--- src/sv/u8d_pkg.sv ---
package u8d_pkg;

    // Field widths
    localparam int unsigned BYTE_W = 8;
    localparam int unsigned CP_W   = 21;
    localparam int unsigned HELD_N = 3;

    // Job queue depth between front and back
    localparam int unsigned QDEPTH = 4;
    localparam int unsigned QPTR_W = $clog2(QDEPTH);
    localparam int unsigned QCNT_W = $clog2(QDEPTH + 1);

    // Byte ranges
    localparam logic [BYTE_W-1:0] ASCII_END  = 8'h80;
    localparam logic [BYTE_W-1:0] CONT_LO    = 8'h80;
    localparam logic [BYTE_W-1:0] CONT_HI    = 8'hBF;
    localparam logic [BYTE_W-1:0] LEAD2_LO   = 8'hC2;
    localparam logic [BYTE_W-1:0] LEAD2_HI   = 8'hDF;
    localparam logic [BYTE_W-1:0] LEAD3_LO   = 8'hE0;
    localparam logic [BYTE_W-1:0] LEAD3_HI   = 8'hEF;
    localparam logic [BYTE_W-1:0] LEAD4_LO   = 8'hF0;
    localparam logic [BYTE_W-1:0] LEAD4_HI   = 8'hF4;
    localparam logic [BYTE_W-1:0] LEAD_E0    = 8'hE0;
    localparam logic [BYTE_W-1:0] LEAD_ED    = 8'hED;
    localparam logic [BYTE_W-1:0] LEAD_F4    = 8'hF4;
    localparam logic [BYTE_W-1:0] SEC_E0_LO  = 8'hA0;
    localparam logic [BYTE_W-1:0] SEC_ED_HI  = 8'h9F;
    localparam logic [BYTE_W-1:0] SEC_F0_LO  = 8'h90;
    localparam logic [BYTE_W-1:0] SEC_F4_HI  = 8'h8F;

    // Sequence lengths
    localparam logic [2:0] LEN_NONE = 3'd0;
    localparam logic [2:0] LEN_TWO  = 3'd2;
    localparam logic [2:0] LEN_THREE = 3'd3;
    localparam logic [2:0] LEN_FOUR = 3'd4;

    // Decode phase: number of bytes held
    typedef enum logic [1:0] {
        PH_IDLE  = 2'd0,
        PH_ONE   = 2'd1,
        PH_TWO   = 2'd2,
        PH_THREE = 2'd3
    } phase_t;

    typedef struct packed {
        logic [BYTE_W-1:0] data_byte;
        logic              flush;
    } in_t;

    typedef struct packed {
        logic [CP_W-1:0] code_point;
        logic            valid_res;
        logic            last;
    } out_t;

    // One request's worth of results: held bytes given back, then an optional tail
    typedef struct packed {
        logic [HELD_N-1:0][BYTE_W-1:0] held;
        logic [1:0]                    n_held;
        logic                          tail_en;
        logic [CP_W-1:0]               tail_cp;
        logic                          tail_ok;
    } job_t;

endpackage

--- src/sv/utf8_byte_stream_decoder_top.sv ---
// Channel   Handshake                 Payload                  Direction
// byte      byte_valid / byte_ready   byte_req (in_t)          in
// result    res_valid / res_ready     res_data (out_t)         out
//
// One byte request is taken per cycle while the job queue has room; a request
// that yields results is queued as one job, and its first result passes
// through the job queue and then the output register. The back end issues one
// result per cycle while the receiver is ready; a request yields 1 to 4 results.
// Valid text therefore streams at one byte per cycle while the receiver keeps
// up; the four-job queue lets new requests in while a result waits. Reset clears
// the decode phase, queue pointers and output valid; held bytes are not reset.
module utf8_byte_stream_decoder_top
(
    input  logic          clk,
    input  logic          rst_n,
    input  logic          byte_valid,
    output logic          byte_ready,
    input  u8d_pkg::in_t  byte_req,
    output logic          res_valid,
    input  logic          res_ready,
    output u8d_pkg::out_t res_data
);

    logic          push;
    logic          pop;
    logic          full;
    logic          empty;
    u8d_pkg::job_t wr_job;
    u8d_pkg::job_t head;

    assign byte_ready = !full;

    // Front: state and classification
    u8d_front u_front
    (
        .clk       (clk),
        .rst_n     (rst_n),
        .req_valid (byte_valid),
        .req       (byte_req),
        .req_ready (byte_ready),
        .push      (push),
        .job       (wr_job)
    );

    // Job queue
    u8d_fifo u_fifo
    (
        .clk    (clk),
        .rst_n  (rst_n),
        .push   (push),
        .wr_job (wr_job),
        .pop    (pop),
        .full   (full),
        .empty  (empty),
        .head   (head)
    );

    // Back: result sequencer
    u8d_back u_back
    (
        .clk        (clk),
        .rst_n      (rst_n),
        .head_valid (!empty),
        .head       (head),
        .pop        (pop),
        .res_valid  (res_valid),
        .res_ready  (res_ready),
        .res_data   (res_data)
    );

endmodule

--- src/sv/u8d_front.sv ---
module u8d_front
(
    input  logic            clk,
    input  logic            rst_n,
    input  logic            req_valid,
    input  u8d_pkg::in_t    req,
    input  logic            req_ready,
    output logic            push,
    output u8d_pkg::job_t   job
);

    u8d_pkg::phase_t                   phase_reg, phase_next;
    logic [2:0]                        seq_len_reg, seq_len_next;
    logic [u8d_pkg::BYTE_W-1:0]        lo_reg, lo_next;
    logic [u8d_pkg::BYTE_W-1:0]        hi_reg, hi_next;
    logic [u8d_pkg::HELD_N-1:0][u8d_pkg::BYTE_W-1:0] held_reg, held_next;

    logic [u8d_pkg::BYTE_W-1:0] b;
    logic                       st_starts;
    logic [2:0]                 st_len;
    logic [u8d_pkg::BYTE_W-1:0] st_lo;
    logic [u8d_pkg::BYTE_W-1:0] st_hi;
    logic                       is_cont;
    logic                       in_second;
    logic                       accept;

    assign b      = req.data_byte;
    assign accept = req_valid && req_ready;

    // Lead byte classification from idle
    always_comb
    begin
        st_starts = 1'b0;
        st_len    = u8d_pkg::LEN_NONE;
        st_lo     = u8d_pkg::CONT_LO;
        st_hi     = u8d_pkg::CONT_HI;
        if (b >= u8d_pkg::LEAD2_LO && b <= u8d_pkg::LEAD2_HI)
        begin
            st_starts = 1'b1;
            st_len    = u8d_pkg::LEN_TWO;
        end
        else if (b >= u8d_pkg::LEAD3_LO && b <= u8d_pkg::LEAD3_HI)
        begin
            st_starts = 1'b1;
            st_len    = u8d_pkg::LEN_THREE;
            if (b == u8d_pkg::LEAD_E0)
                st_lo = u8d_pkg::SEC_E0_LO;
            if (b == u8d_pkg::LEAD_ED)
                st_hi = u8d_pkg::SEC_ED_HI;
        end
        else if (b >= u8d_pkg::LEAD4_LO && b <= u8d_pkg::LEAD4_HI)
        begin
            st_starts = 1'b1;
            st_len    = u8d_pkg::LEN_FOUR;
            if (b == u8d_pkg::LEAD4_LO)
                st_lo = u8d_pkg::SEC_F0_LO;
            if (b == u8d_pkg::LEAD_F4)
                st_hi = u8d_pkg::SEC_F4_HI;
        end
    end

    assign is_cont   = (b >= u8d_pkg::CONT_LO) && (b <= u8d_pkg::CONT_HI);
    assign in_second = (b >= lo_reg) && (b <= hi_reg);

    // Next decode state and the job for this request
    always_comb
    begin
        logic restart;
        restart      = 1'b0;
        phase_next   = phase_reg;
        seq_len_next = seq_len_reg;
        lo_next      = lo_reg;
        hi_next      = hi_reg;
        held_next    = held_reg;
        job.held     = held_reg;
        job.n_held   = 2'd0;
        job.tail_en  = 1'b0;
        job.tail_cp  = '0;
        job.tail_ok  = 1'b0;

        if (req.flush)
        begin
            job.n_held = phase_reg;
            phase_next = u8d_pkg::PH_IDLE;
        end
        else
        begin
            case (phase_reg)
                u8d_pkg::PH_IDLE:
                begin
                    restart = 1'b1;
                end
                u8d_pkg::PH_ONE:
                begin
                    if (!in_second)
                    begin
                        job.n_held = 2'd1;
                        restart    = 1'b1;
                    end
                    else
                    begin
                        held_next[1] = b;
                        if (seq_len_reg == u8d_pkg::LEN_TWO)
                        begin
                            job.tail_en = 1'b1;
                            job.tail_ok = 1'b1;
                            job.tail_cp = u8d_pkg::CP_W'({held_reg[0][4:0], b[5:0]});
                            phase_next  = u8d_pkg::PH_IDLE;
                        end
                        else
                            phase_next = u8d_pkg::PH_TWO;
                    end
                end
                u8d_pkg::PH_TWO:
                begin
                    if (!is_cont)
                    begin
                        job.n_held = 2'd2;
                        restart    = 1'b1;
                    end
                    else
                    begin
                        held_next[2] = b;
                        if (seq_len_reg == u8d_pkg::LEN_THREE)
                        begin
                            job.tail_en = 1'b1;
                            job.tail_ok = 1'b1;
                            job.tail_cp = u8d_pkg::CP_W'({held_reg[0][3:0],
                                                          held_reg[1][5:0], b[5:0]});
                            phase_next  = u8d_pkg::PH_IDLE;
                        end
                        else
                            phase_next = u8d_pkg::PH_THREE;
                    end
                end
                u8d_pkg::PH_THREE:
                begin
                    if (!is_cont)
                    begin
                        job.n_held = 2'd3;
                        restart    = 1'b1;
                    end
                    else
                    begin
                        job.tail_en = 1'b1;
                        job.tail_ok = 1'b1;
                        job.tail_cp = {held_reg[0][2:0], held_reg[1][5:0],
                                       held_reg[2][5:0], b[5:0]};
                        phase_next  = u8d_pkg::PH_IDLE;
                    end
                end
                default:
                begin
                    phase_next = u8d_pkg::PH_IDLE;
                end
            endcase

            // Decode the current byte again from idle
            if (restart)
            begin
                if (st_starts)
                begin
                    held_next[0] = b;
                    seq_len_next = st_len;
                    lo_next      = st_lo;
                    hi_next      = st_hi;
                    phase_next   = u8d_pkg::PH_ONE;
                end
                else
                begin
                    job.tail_en = 1'b1;
                    job.tail_cp = u8d_pkg::CP_W'(b);
                    job.tail_ok = (b < u8d_pkg::ASCII_END);
                    phase_next  = u8d_pkg::PH_IDLE;
                end
            end
        end
    end

    assign push = accept && ((job.n_held != 2'd0) || job.tail_en);

    // Control state
    always_ff @(posedge clk or negedge rst_n)
    begin
        if (!rst_n)
        begin
            phase_reg   <= u8d_pkg::PH_IDLE;
            seq_len_reg <= u8d_pkg::LEN_NONE;
            lo_reg      <= '0;
            hi_reg      <= '0;
        end
        else if (accept)
        begin
            phase_reg   <= phase_next;
            seq_len_reg <= seq_len_next;
            lo_reg      <= lo_next;
            hi_reg      <= hi_next;
        end
    end

    // Held bytes, no reset
    always_ff @(posedge clk)
    begin
        if (accept)
            held_reg <= held_next;
    end

`ifndef ASSERT_OFF
    a_len_when_open: assert property (@(posedge clk) disable iff (!rst_n)
        (phase_reg != u8d_pkg::PH_IDLE) |-> (seq_len_reg == u8d_pkg::LEN_TWO ||
        seq_len_reg == u8d_pkg::LEN_THREE || seq_len_reg == u8d_pkg::LEN_FOUR))
        else $error("open sequence with bad length");
`endif

endmodule

--- src/sv/u8d_fifo.sv ---
module u8d_fifo
(
    input  logic          clk,
    input  logic          rst_n,
    input  logic          push,
    input  u8d_pkg::job_t wr_job,
    input  logic          pop,
    output logic          full,
    output logic          empty,
    output u8d_pkg::job_t head
);

    u8d_pkg::job_t                mem_reg [u8d_pkg::QDEPTH];
    logic [u8d_pkg::QPTR_W-1:0]   wr_ptr_reg, wr_ptr_next;
    logic [u8d_pkg::QPTR_W-1:0]   rd_ptr_reg, rd_ptr_next;
    logic [u8d_pkg::QCNT_W-1:0]   cnt_reg, cnt_next;

    assign full  = (cnt_reg == u8d_pkg::QCNT_W'(u8d_pkg::QDEPTH));
    assign empty = (cnt_reg == '0);
    assign head  = mem_reg[rd_ptr_reg];

    // Pointer and count update
    always_comb
    begin
        wr_ptr_next = wr_ptr_reg;
        rd_ptr_next = rd_ptr_reg;
        cnt_next    = cnt_reg;
        if (push)
            wr_ptr_next = wr_ptr_reg + u8d_pkg::QPTR_W'(1);
        if (pop)
            rd_ptr_next = rd_ptr_reg + u8d_pkg::QPTR_W'(1);
        if (push && !pop)
            cnt_next = cnt_reg + u8d_pkg::QCNT_W'(1);
        else if (pop && !push)
            cnt_next = cnt_reg - u8d_pkg::QCNT_W'(1);
    end

    always_ff @(posedge clk or negedge rst_n)
    begin
        if (!rst_n)
        begin
            wr_ptr_reg <= '0;
            rd_ptr_reg <= '0;
            cnt_reg    <= '0;
        end
        else
        begin
            wr_ptr_reg <= wr_ptr_next;
            rd_ptr_reg <= rd_ptr_next;
            cnt_reg    <= cnt_next;
        end
    end

    // Job storage
    always_ff @(posedge clk)
    begin
        if (push)
            mem_reg[wr_ptr_reg] <= wr_job;
    end

`ifndef ASSERT_OFF
    a_no_overflow: assert property (@(posedge clk) disable iff (!rst_n)
        !(push && full))
        else $error("job queue overflow");
    a_no_underflow: assert property (@(posedge clk) disable iff (!rst_n)
        !(pop && empty))
        else $error("job queue underflow");
`endif

endmodule

--- src/sv/u8d_back.sv ---
module u8d_back
(
    input  logic          clk,
    input  logic          rst_n,
    input  logic          head_valid,
    input  u8d_pkg::job_t head,
    output logic          pop,
    output logic          res_valid,
    input  logic          res_ready,
    output u8d_pkg::out_t res_data
);

    logic [1:0]    idx_reg, idx_next;
    logic          out_valid_reg, out_valid_next;
    u8d_pkg::out_t out_reg, out_next;

    logic [2:0]                 n_total;
    logic                       is_last;
    logic                       load;
    logic [u8d_pkg::BYTE_W-1:0] held_sel;

    assign n_total = {1'b0, head.n_held} + {2'b00, head.tail_en};
    assign is_last = (({1'b0, idx_reg} + 3'd1) == n_total);
    assign load    = head_valid && (!out_valid_reg || res_ready);
    assign pop     = load && is_last;

    always_comb
    begin
        case (idx_reg)
            2'd0:    held_sel = head.held[0];
            2'd1:    held_sel = head.held[1];
            2'd2:    held_sel = head.held[2];
            default: held_sel = '0;
        endcase
    end

    // Pick the result at the current index, then step or retire the job
    always_comb
    begin
        idx_next       = idx_reg;
        out_next       = out_reg;
        out_valid_next = out_valid_reg;
        if (load)
        begin
            out_valid_next = 1'b1;
            if (idx_reg < head.n_held)
            begin
                out_next.code_point = u8d_pkg::CP_W'(held_sel);
                out_next.valid_res  = 1'b0;
            end
            else
            begin
                out_next.code_point = head.tail_cp;
                out_next.valid_res  = head.tail_ok;
            end
            out_next.last = is_last;
            idx_next      = is_last ? 2'd0 : idx_reg + 2'd1;
        end
        else if (res_ready)
            out_valid_next = 1'b0;
    end

    always_ff @(posedge clk or negedge rst_n)
    begin
        if (!rst_n)
        begin
            idx_reg       <= 2'd0;
            out_valid_reg <= 1'b0;
        end
        else
        begin
            idx_reg       <= idx_next;
            out_valid_reg <= out_valid_next;
        end
    end

    always_ff @(posedge clk)
    begin
        out_reg <= out_next;
    end

    assign res_valid = out_valid_reg;
    assign res_data  = out_reg;

`ifndef ASSERT_OFF
    a_job_not_empty: assert property (@(posedge clk) disable iff (!rst_n)
        head_valid |-> (n_total != 3'd0))
        else $error("queued job carries no result");
    a_idx_in_job: assert property (@(posedge clk) disable iff (!rst_n)
        head_valid |-> ({1'b0, idx_reg} < n_total))
        else $error("result index past end of job");
`endif

endmodule

--- config.mk ---
export PLATFORM = sky130hd
export DESIGN_NAME = utf8_byte_stream_decoder_top
export DESIGN_NICKNAME = d
export VERILOG_FILES = /design/src/sv/u8d_pkg.sv /design/src/sv/utf8_byte_stream_decoder_top.sv /design/src/sv/u8d_front.sv /design/src/sv/u8d_fifo.sv /design/src/sv/u8d_back.sv
export SDC_FILE = /design/constraint.sdc
export NUM_CORES = 1
export LEC_CHECK = 0
export ABC_CLOCK_PERIOD_IN_PS = 6600
export BUFFER_PORTS_ARGS = -buffer_cell sky130_fd_sc_hd__buf_4
export CAP_MARGIN = 20
export CORE_MARGIN = 5
export CORE_UTILIZATION = 66
export CTS_CLUSTER_SIZE = 14
export DETAILED_ROUTE_END_ITERATION = 10
export PLACE_DENSITY_LB_ADDON = 0.2
export RECOVER_POWER = 50
export SYNTH_ARGS = -nofsm -noshare
export SYNTH_HDL_FRONTEND = slang
export SYNTH_SLANG_ARGS = --single-unit
--- constraint.sdc ---
create_clock -name clk -period 6.6 [get_ports clk]
set_clock_uncertainty 0.1 [all_clocks]
set_input_delay 1.98 -clock clk [delete_from_list [all_inputs] [get_ports clk]]
set_output_delay 1.98 -clock clk [all_outputs]
set_load 0.02 [all_outputs]
==> results of run 1 <==
==> power by group through the flow <==
stage | registers, uW | logic (uW) | clock network [uW]
finish | 2290 | 1310 | 1350
global route | 2320 | 1410 | 1440
CTS | 2300 | 1390 | 1370
detailed placement | 2330 | 1360 | 0
global placement | 2320 | 1320 | 0
floorplan | 2320 | 907 | 0
==> through the flow <==
step,instance area (um2),instances
3_5_place_dp,11100,802
4_1_cts,11900,850
6_report,11700,850
5_1_grt,11700,850
3_3_place_gp,11100,802
2_1_floorplan,10600,562
==> layout make-up <==
type / instances / area (um2) / share of cell area [%]
sequential: 263 / 7800 / 66.4
clock buffer: 36 / 729 / 6.21
timing repair buffer: 48 / 225 / 1.92
clock inverter: 12 / 60.1 / 0.511
multi-input combinational: 256 / 2590 / 22.1
inverter: 19 / 71.3 / 0.607
tap: 216 / 270 / 2.30
==> cell usage after synthesis, drive strengths merged (2+ instances only) <==
library cell / count / area [um2]
and3: 8 / 50.1
o21ai: 7 / 35.0
and2: 26 / 163
o211ai: 2 / 20.0
clkbuf: 13 / 48.8
nor3b: 3 / 22.5
nor2b: 2 / 12.5
or3b: 2 / 17.5
xor2: 4 / 35.0
nand2: 30 / 115
o31a: 2 / 17.5
a211oi: 3 / 32.5
o41ai: 2 / 17.5
ha: 21 / 263
or3: 2 / 12.5
edfxtp: 243 / 7300
o31ai: 11 / 82.6
a22oi: 6 / 45.0
a21oi: 6 / 30.0
a211o: 3 / 26.3
dfrtp: 20 / 500
buf: 11 / 57.6
mux4: 49 / 1100
nand3: 5 / 25.0
xnor2: 5 / 43.8
nor2: 21 / 98.9
nor3: 7 / 46.3
inv: 19 / 71.3
a21o: 2 / 15.0
a222oi: 13 / 130
mux2: 2 / 22.5
==> layer usage <==
| metal | global-route usage [%] | routed length (um) | part of all wire, % |
|---|---|---|---|
| met1 | 32.5 | 8240 | 38 |
| met2 | 42.9 | 11500 | 52 |
| met3 | 3.97 | 1770 | 8.1 |
| met4 | 7.17 | 461 | 2.1 |
| met5 | 0 | 0 | 0 |
==> logic make-up (layout without fill, tap and decap cells) <==
family          Yosys count  after routing  share of synthesized area (%)
mux                      51             51                           10.6
fa+ha+maj                22             22                           2.67
simple gates            112            112                           5.80
flops                   263            263                           73.7
buf+inv                  43            115                           1.68
compound gates           62             62                           4.72
xor+xnor                  9              9                          0.745
==> final timing paths <==
kind / endpoint / startpoint
min in group asynchronous: u_front.hi_reg[3] / rst_n
min reg2reg: u_front.lo_reg[5] / u_front.lo_reg[5]
max: u_fifo.cnt_reg[1] / res_ready
max in group asynchronous: u_fifo.rd_ptr_reg[1] / rst_n
min: u_front.lo_reg[5] / u_front.lo_reg[5]
max reg2reg: u_back.res_data[9] / u_fifo.rd_ptr_reg[0]
==> critical path, delay by kind of cell <==
family                     cells  cell delay, ns
buffers and inverters          3            0.22
AOI/OAI and AO/OA              1            2.05
muxes                          1            0.27
adders and majority gates      2            0.81
and+or+nand+nor                1            0.34
==> out/metrics.yaml, run 1 <==
outcome: "finished with violations"
violations: "capacitance limit, slew limit"
crit_type: "in -> reg"
drc: 0
worstPathArrival_ns: 5.67
grt_max_degree: 31
crit_path_start_kind: "input pin"
dr.pass1.iters: 6
finalPower_uw: 4950
finalWeightedCongestion: 0.975
drtIter0Drc: 572
fin_util_pct: 74.2
cts_sinks: 263
cts_tree: "yes"
vias_per_cell: 6.51
p_switching_uw: 1510
gr-total-overflow: 0
p_leak_uw: 0.00398
fin_setup_tns_ns: 0
rows: 46
tightest_slew_ns: 2.78
p_sw_share_pct: 30.5
setup_ws_ns: 1.22
yosysSeqAreaShare_pct: 73.7
worst_r2r_path_depth: 4
rsz0062_at_grt: "false"
max_stage_delay_ns: 2.05
initial_core_util_pct: 66.8
netlist_instances: 562
ctsResizeCount: 0
ys.flop_type: "edfxtp_1"
track_usage_pct: 24.6
antenna_cells: 0
drv_slew: 84
crit_required_ns: 6.90
die_area_um2: 18700
synth_edf_count: 243
syn_area_um2: 10600
core-area_um2: 15800
fillers: 959
cts.clk_slew.worst_paths_ns: 0.06
crit_chain: "clkbuf_4, inv_1, a21oi_1, nand2_1, ha_1, inv_1, fa_1, mux2_2"
antenna_found_initial: 0
syn_to_final_growth_pct: 11.1
yosysWarningCount: 0
async_flop_share_pct: 7.60
ios: 38
p_per_area_nw_per_um2: 422
cts_setup_buffers: 0
die_y_um: 137
syn_avg_cell_area_um2: 18.8
cts_buffers: 26
fin_nets: 649
cp_slowest_cell: "a21oi_1"
hp-class: "reg -> reg"
p_int_uw: 3440
cts_buffer_depth: 3
post-route-period-util_pct: 81.5
setup_viol: 0
syn_nets: 597
combPwrFrac_pct: 26.5
hpwl_um: 13800
largest_reg_flops: 196
wl_per_cell_um: 25.8
worst-path-max-fanout: 29
numPortBuffers: 37
root_buffer: "clkbuf_16"
relSlewSlack_pct: -85.6
path_common_cell: "inv_1"
grt_pass1_vias: 5850
die_w_um: 137
grt_pass1_wl_um: 33800
holdWs_ns: 0.387
max_cap_viol_count: 3
pwr-share-clk_pct: 27.2
pre_cts_ws_ns: 1.42
hold_viol: 0
seqPwrFrac_pct: 46.3
vdd_ir_drop_max_v: 0.000278
max_freq_mhz: 186
drtAntennaViolNets: 0
cp-end-kind: "flop"
mostFrequentLayoutCells: "edfxtp_1 (243), mux4_2 (49), clkbuf_1 (43), nand2_1 (29), clkbuf_16 (27)"
whs_path_depth: 2
drive_gt1_share_pct: 18.9
ys_ff_latch: 263
htree_levels: 1
r2r_slack_ns: 1.56
wl_um: 21900
vias: 5537
insertion_delay_ns: 0.52
min_period_ns: 5.38
ctsHoldBuffers: 0
synth.distinct_cells: 52
final_common_cell: "edfxtp_1"
Note: power is estimated with default switching activity, not from simulation.
==> inputs of run 2 (changes only) <==
- ABC_AREA: unset -> 1
- ABC_CLOCK_PERIOD_IN_PS: 6600 -> 4730
- CORE_UTILIZATION: 66 -> 56
- clock period: 6.6 -> 4.73 ns (I/O delays scaled with it)
==> out/metrics.yaml, run 2 <==
drive_gt1_share_pct: 8.64
hold_start: "u_front.hi_reg[5]"
cts_buffers: 27
cts_tree: "yes"
cts.clk_slew.worst_paths_ns: 0.06
mostFrequentLayoutCells: "edfxtp_1 (243), nor2_1 (153), o21ai_0 (116), nand2_1 (99), inv_1 (58)"
root_buffer: "clkbuf_16"
cts_sinks: 263
yosysWarningCount: 0
stdcell_count: 1214
netlist_instances: 889
whs_path_depth: 2
grt_max_degree: 67
ctsHoldBuffers: 0
die_y_um: 150
grt_pass1_vias: 6459
hp-class: "reg -> reg"
htree_levels: 1
syn_avg_cell_area_um2: 12.3
antenna_found_initial: 0
drv_slew: 0
async_flop_share_pct: 7.60
synth.distinct_cells: 42
worst_r2r_path_depth: 14
yosys.area.top_type_share_pct: 66.8
r2r_end: "u_fifo.cnt_reg[2]"
synthTopCellsByArea: "edfxtp_1 (67%), nor2_1 (5.4%), o21ai_0 (5.3%), dfrtp_1 (4.6%), nand2_1 (3.3%)"
dpl.cell_count: 1168
core-area_um2: 19300
drc: 0
yosysSeqAreaShare_pct: 71.4
antenna_cells: 0
r2r_start: "u_fifo.rd_ptr_reg[1]"
numPortBuffers: 37
ys_ff_latch: 263
die_area_um2: 22400
postPlaceCellArea_um2: 11600
cp-end-kind: "flop"
crit_required_ns: 5.03
syn_nets: 924
max_cap_viol_count: 0
synth.largest_area_cell: "edfxtp_1"
p_per_area_nw_per_um2: 628
syn_to_final_growth_pct: 12.5
wl_per_cell_um: 19.0
insertion_delay_ns: 0.52
largest_reg_flops: 196
fin_area_um2: 12300
vias: 6876
rsz0062_at_grt: "false"
hold_end: "u_front.hi_reg[5]"
cts_buffer_depth: 3
worstPathArrival_ns: 4.34
grt_pass1_wl_um: 35900
finalWeightedCongestion: 0.837
min_period_ns: 4.04
wl_um: 23100
outcome: "finished clean"
fillers: 1476
ys_top_cells_by_count: "edfxtp_1 (243), nor2_1 (156), o21ai_0 (116)"
dr.pass1.iters: 6
post-route-period-util_pct: 85.5
vias_per_cell: 5.66
crit_path_start_kind: "flop"
r2r_slack_ns: 0.69
worst-path-max-fanout: 19
drtIter0Drc: 539
track_usage_pct: 20.8
setup_viol: 0
gr-total-overflow: 0
hpwl_um: 14400
max_freq_mhz: 247
ctsResizeCount: 0
die_w_um: 150
crit_type: "reg -> reg"
ys.flop_type: "edfxtp_1"
vdd_ir_drop_max_v: 0.000404
drtAntennaViolNets: 0
tightest_slew_ns: 1.45
ios: 38
rows: 51
hold_viol: 0
syn_area_um2: 10900
synth_edf_count: 243
p_leak_uw: 0.00439
relSlewSlack_pct: 3.19
cts_setup_buffers: 0
fin_nets: 967
initial_core_util_pct: 56.5
final_common_cell: "edfxtp_1"
yosysMostFrequentCell: "edfxtp_1"
==> run 2: cell types whose count changed after synthesis, moves of 11 or more <==
cell      before  now
nor2_1        13  156
o21ai_0        7  116
nand2_1       29   96
mux4_2        49    0
inv_1         19   56
o22ai_1        1   38
and2_1        26    0
a21oi_1        6   25
a222oi_1      13    0
clkbuf_1      13   24
nand3_1        5   16
==> run 2: layout make-up <==
| class | count | area, um2 | share of cell area [%] |
|---|---|---|---|
| Multi-Input combinational cell | 526 | 2710 | 22.1 |
| Sequential cell | 263 | 7800 | 63.5 |
| Tap cell | 265 | 332 | 2.70 |
| Inverter | 63 | 240 | 1.95 |
| Clock inverter | 17 | 214 | 1.74 |
| Clock buffer | 29 | 683 | 5.56 |
| Timing Repair Buffer | 51 | 310 | 2.53 |
==> run 2: metal layers <==
layer	GRT usage, %	wire (um)	vias up
met1	31.5	10100	3342
met3	2.76	1870	31
met4	4.30	352	0
li1	-	-	3241
met5	0	0	-
met2	32.9	10800	262
==> run 2: through the flow <==
step           hold WS, ns  power, uW  worst slack (ns)  util (%)  setup TNS, ns
3_3_place_gp         0.370       5700             0.558      59.9              0
6_report             0.387       7710             0.687      63.6              0
2_1_floorplan        0.355       4920            -0.472         -         -92.58
3_5_place_dp         0.378       5740             0.482      59.9              0
5_1_grt              0.446       8140             0.491      63.6              0
4_1_cts              0.389       7880              1.03      64.6              0
==> run 2: cell families (layout without fill, tap and decap cells) <==
family,after synthesis,count (layout),synth area share (%)
flops,263,263,71.4
compound gates,196,196,9.87
buf+inv,100,160,3.69
xor+xnor,7,7,0.561
fa+ha+maj,22,22,2.59
simple gates,301,301,11.9
==> run 2: worst max path at each step <==
| stage | start | endpoint | slack [ns] |
|---|---|---|---|
| 2_1_floorplan | byte_req[8] | u_fifo.mem_reg[0][0] | -0.47 |
| 6_report | u_fifo.rd_ptr_reg[1] | u_fifo.cnt_reg[2] | 0.69 |
| 4_1_cts | byte_req[8] | u_fifo.cnt_reg[2] | 1.03 |
| 3_5_place_dp | byte_req[8] | u_fifo.cnt_reg[2] | 0.48 |
| 3_3_place_gp | byte_req[8] | u_fifo.cnt_reg[2] | 0.56 |
| 5_1_grt | byte_req[8] | u_fifo.cnt_reg[2] | 0.49 |
==> run 2: where the power goes <==
part	internal, uW	switching, uW
sequential	3030	140
combinational	696	1710
clock	1310	826
==> run 2: worst max-delay path: stages (launching register included) <==
cell	delay [ns]
dfrtp_1	0.74
clkbuf_1	0.73
o21ai_0	0.20
o22ai_1	0.22
ha_1	0.17
ha_1	0.23
xor2_1	0.22
nor2_1	0.12
nand2_1	0.17
ha_1	0.18
inv_1	0.06
fa_1	0.38
a21oi_1	0.14
o21ai_0	0.11
xor2_1	0.15
==> inputs of run 3 (changes only) <==
==> constraint.sdc (replaced) <==
create_clock -name clk -period 4.73 [get_ports clk]
set_clock_uncertainty 0.1 [all_clocks]
set_input_delay 0.7095 -clock clk [delete_from_list [all_inputs] [get_ports clk]]
set_output_delay 0.7095 -clock clk [all_outputs]
set_load 0.02 [all_outputs]
==> out/metrics.yaml, run 3 (synthesis results as in run 2) <==
outcome: "finished with violations"
violations: "capacitance limit, slew limit"
hpwl_um: 14600
hold_viol: 0
setup_ws_ns: 0.911
largest_reg_flops: 196
grt_use_met2_pct: 34.7
cts.clk_slew.worst_paths_ns: 0.06
vias: 6829
drv_slew: 28
worstPathArrival_ns: 4.12
p_int_uw: 4790
fin_setup_tns_ns: 0
pwr-share-clk_pct: 25.2
cts_buffers: 27
root_buffer: "clkbuf_16"
cts_tree: "yes"
die_area_um2: 22400
dpl.cell_count: 1166
die_w_um: 150
ios: 38
seqPwrFrac_pct: 42.6
hp-class: "in -> reg"
cts_sinks: 263
post-route-period-util_pct: 80.7
initial_core_util_pct: 56.5
stdcell_count: 1215
max_freq_mhz: 262
finalPower_uw: 7460
vdd_ir_drop_max_v: 0.000434
grt_pass1_wl_um: 37500
drtIter0Drc: 596
drtAntennaViolNets: 0
insertion_delay_ns: 0.53
crit_type: "in -> reg"
gr-total-overflow: 0
numPortBuffers: 37
tightest_slew_ns: 1.55
fin_util_pct: 62.6
mostFrequentLayoutCells: "edfxtp_1 (243), nor2_1 (153), o21ai_0 (116), nand2_1 (101), inv_1 (57)"
fin_nets: 966
grt_util_met1_pct: 31.2
dr.pass1.iters: 5
crit_path_start_kind: "input pin"
max_cap_viol_count: 1
setup_viol: 0
core-area_um2: 19300
grt_max_degree: 57
p_switching_uw: 2670
finalWeightedCongestion: 0.869
die_y_um: 150
wl_per_cell_um: 19.5
rows: 51
min_period_ns: 3.82
antenna_cells: 0
track_usage_pct: 21.8
worst-path-max-fanout: 9
rsz0062_at_grt: "false"
grt-busiest-layer: "met2"
syn_to_final_growth_pct: 10.8
final_common_cell: "edfxtp_1"
drc: 0
drive_gt1_share_pct: 7.79
vias_per_cell: 5.62
antenna_found_initial: 0
wl_um: 23700
grt_pass1_vias: 6787
p_sw_share_pct: 35.8
combPwrFrac_pct: 32.1
relSlewSlack_pct: -3.23
p_per_area_nw_per_um2: 617
pre_cts_ws_ns: 1.08
p_leak_uw: 0.00431
htree_levels: 1
crit_required_ns: 5.03
gr-usage-met3_pct: 3.94
cp-end-kind: "flop"
cts_buffer_depth: 3
[run 3: per-layer routing]
layer | share of wire [%] | vias to the layer above | wire [um]
li1 | - | 3234 | -
met5 | 0 | - | 0
met3 | 7.7 | 47 | 1830
met1 | 42 | 3330 | 9930
met2 | 48 | 218 | 11400
met4 | 2.3 | 0 | 551
[run 3: worst paths after layout]
check / start / end / slack [ns] / cells after the start
worst max-delay path: byte_req[8] / u_fifo.cnt_reg[2] / 0.91 / 19
worst min-delay path: res_ready / u_back.res_valid / 0.28 / 2
worst max register to register: u_front.hi_reg[3] / u_fifo.cnt_reg[2] / 0.92 / 19
worst min register to register: u_front.hi_reg[5] / u_front.hi_reg[5] / 0.38 / 2
max in group asynchronous: rst_n / u_fifo.rd_ptr_reg[0] / 2.90 / 2
min in group asynchronous: rst_n / u_fifo.wr_ptr_reg[1] / 0.85 / 2
[run 3: per-stage QoR]
stage                     hold slack (ns)  instance area, um2
after CTS                           0.266               12300
after detailed placement            0.373               11500
after floorplan                     0.314               10900
after global routing                0.302               12100
final                               0.281               12100
after global placement              0.375               11500
[run 3: power groups by stage]
| stage | clock network [uW] | registers [uW] | logic, uW |
|---|---|---|---|
| 5_1_grt | 2010 | 3220 | 2680 |
| 3_3_place_gp | 0 | 3220 | 2450 |
| 6_report | 1880 | 3180 | 2400 |
| 4_1_cts | 1910 | 3180 | 2510 |
| 2_1_floorplan | 0 | 3330 | 1590 |
| 3_5_place_dp | 0 | 3230 | 2490 |
[run 3: final cells by class]
| cell class | count | area (um2) |
|---|---|---|
| Sequential cell | 263 | 7800 |
| Fill cell | 1506 | 7230 |
| Multi-Input combinational cell | 526 | 2710 |
| Clock buffer | 38 | 737 |
| Tap cell | 265 | 332 |
| Timing Repair Buffer | 50 | 243 |
| Inverter | 63 | 240 |
| Clock inverter | 10 | 43.8 |
[run 3: worst max-delay path, cell delays in order]
cell and delay, ns:
clkbuf_1 0.31, ha_1 0.30, inv_1 0.12, nor2_1 0.08, o21ai_0 0.11, nand3b_1 0.12, nand3_1 0.11, nand2_1 0.16
nand2_4 0.09, nand3_1 0.27, nand2_1 0.23, nand2_1 0.29, inv_1 0.14, ha_1 0.16, inv_1 0.08, fa_1 0.39
a21oi_1 0.17, o21ai_0 0.12, xor2_1 0.15
[run 3: repair_timing]
item / in CTS / in global routing
setup endpoints to repair: 0 / 0
hold buffers: 1 / 0
resized for setup: 0 / 0
setup buffers: 0 / 0
hold endpoints to repair: 20 / 0
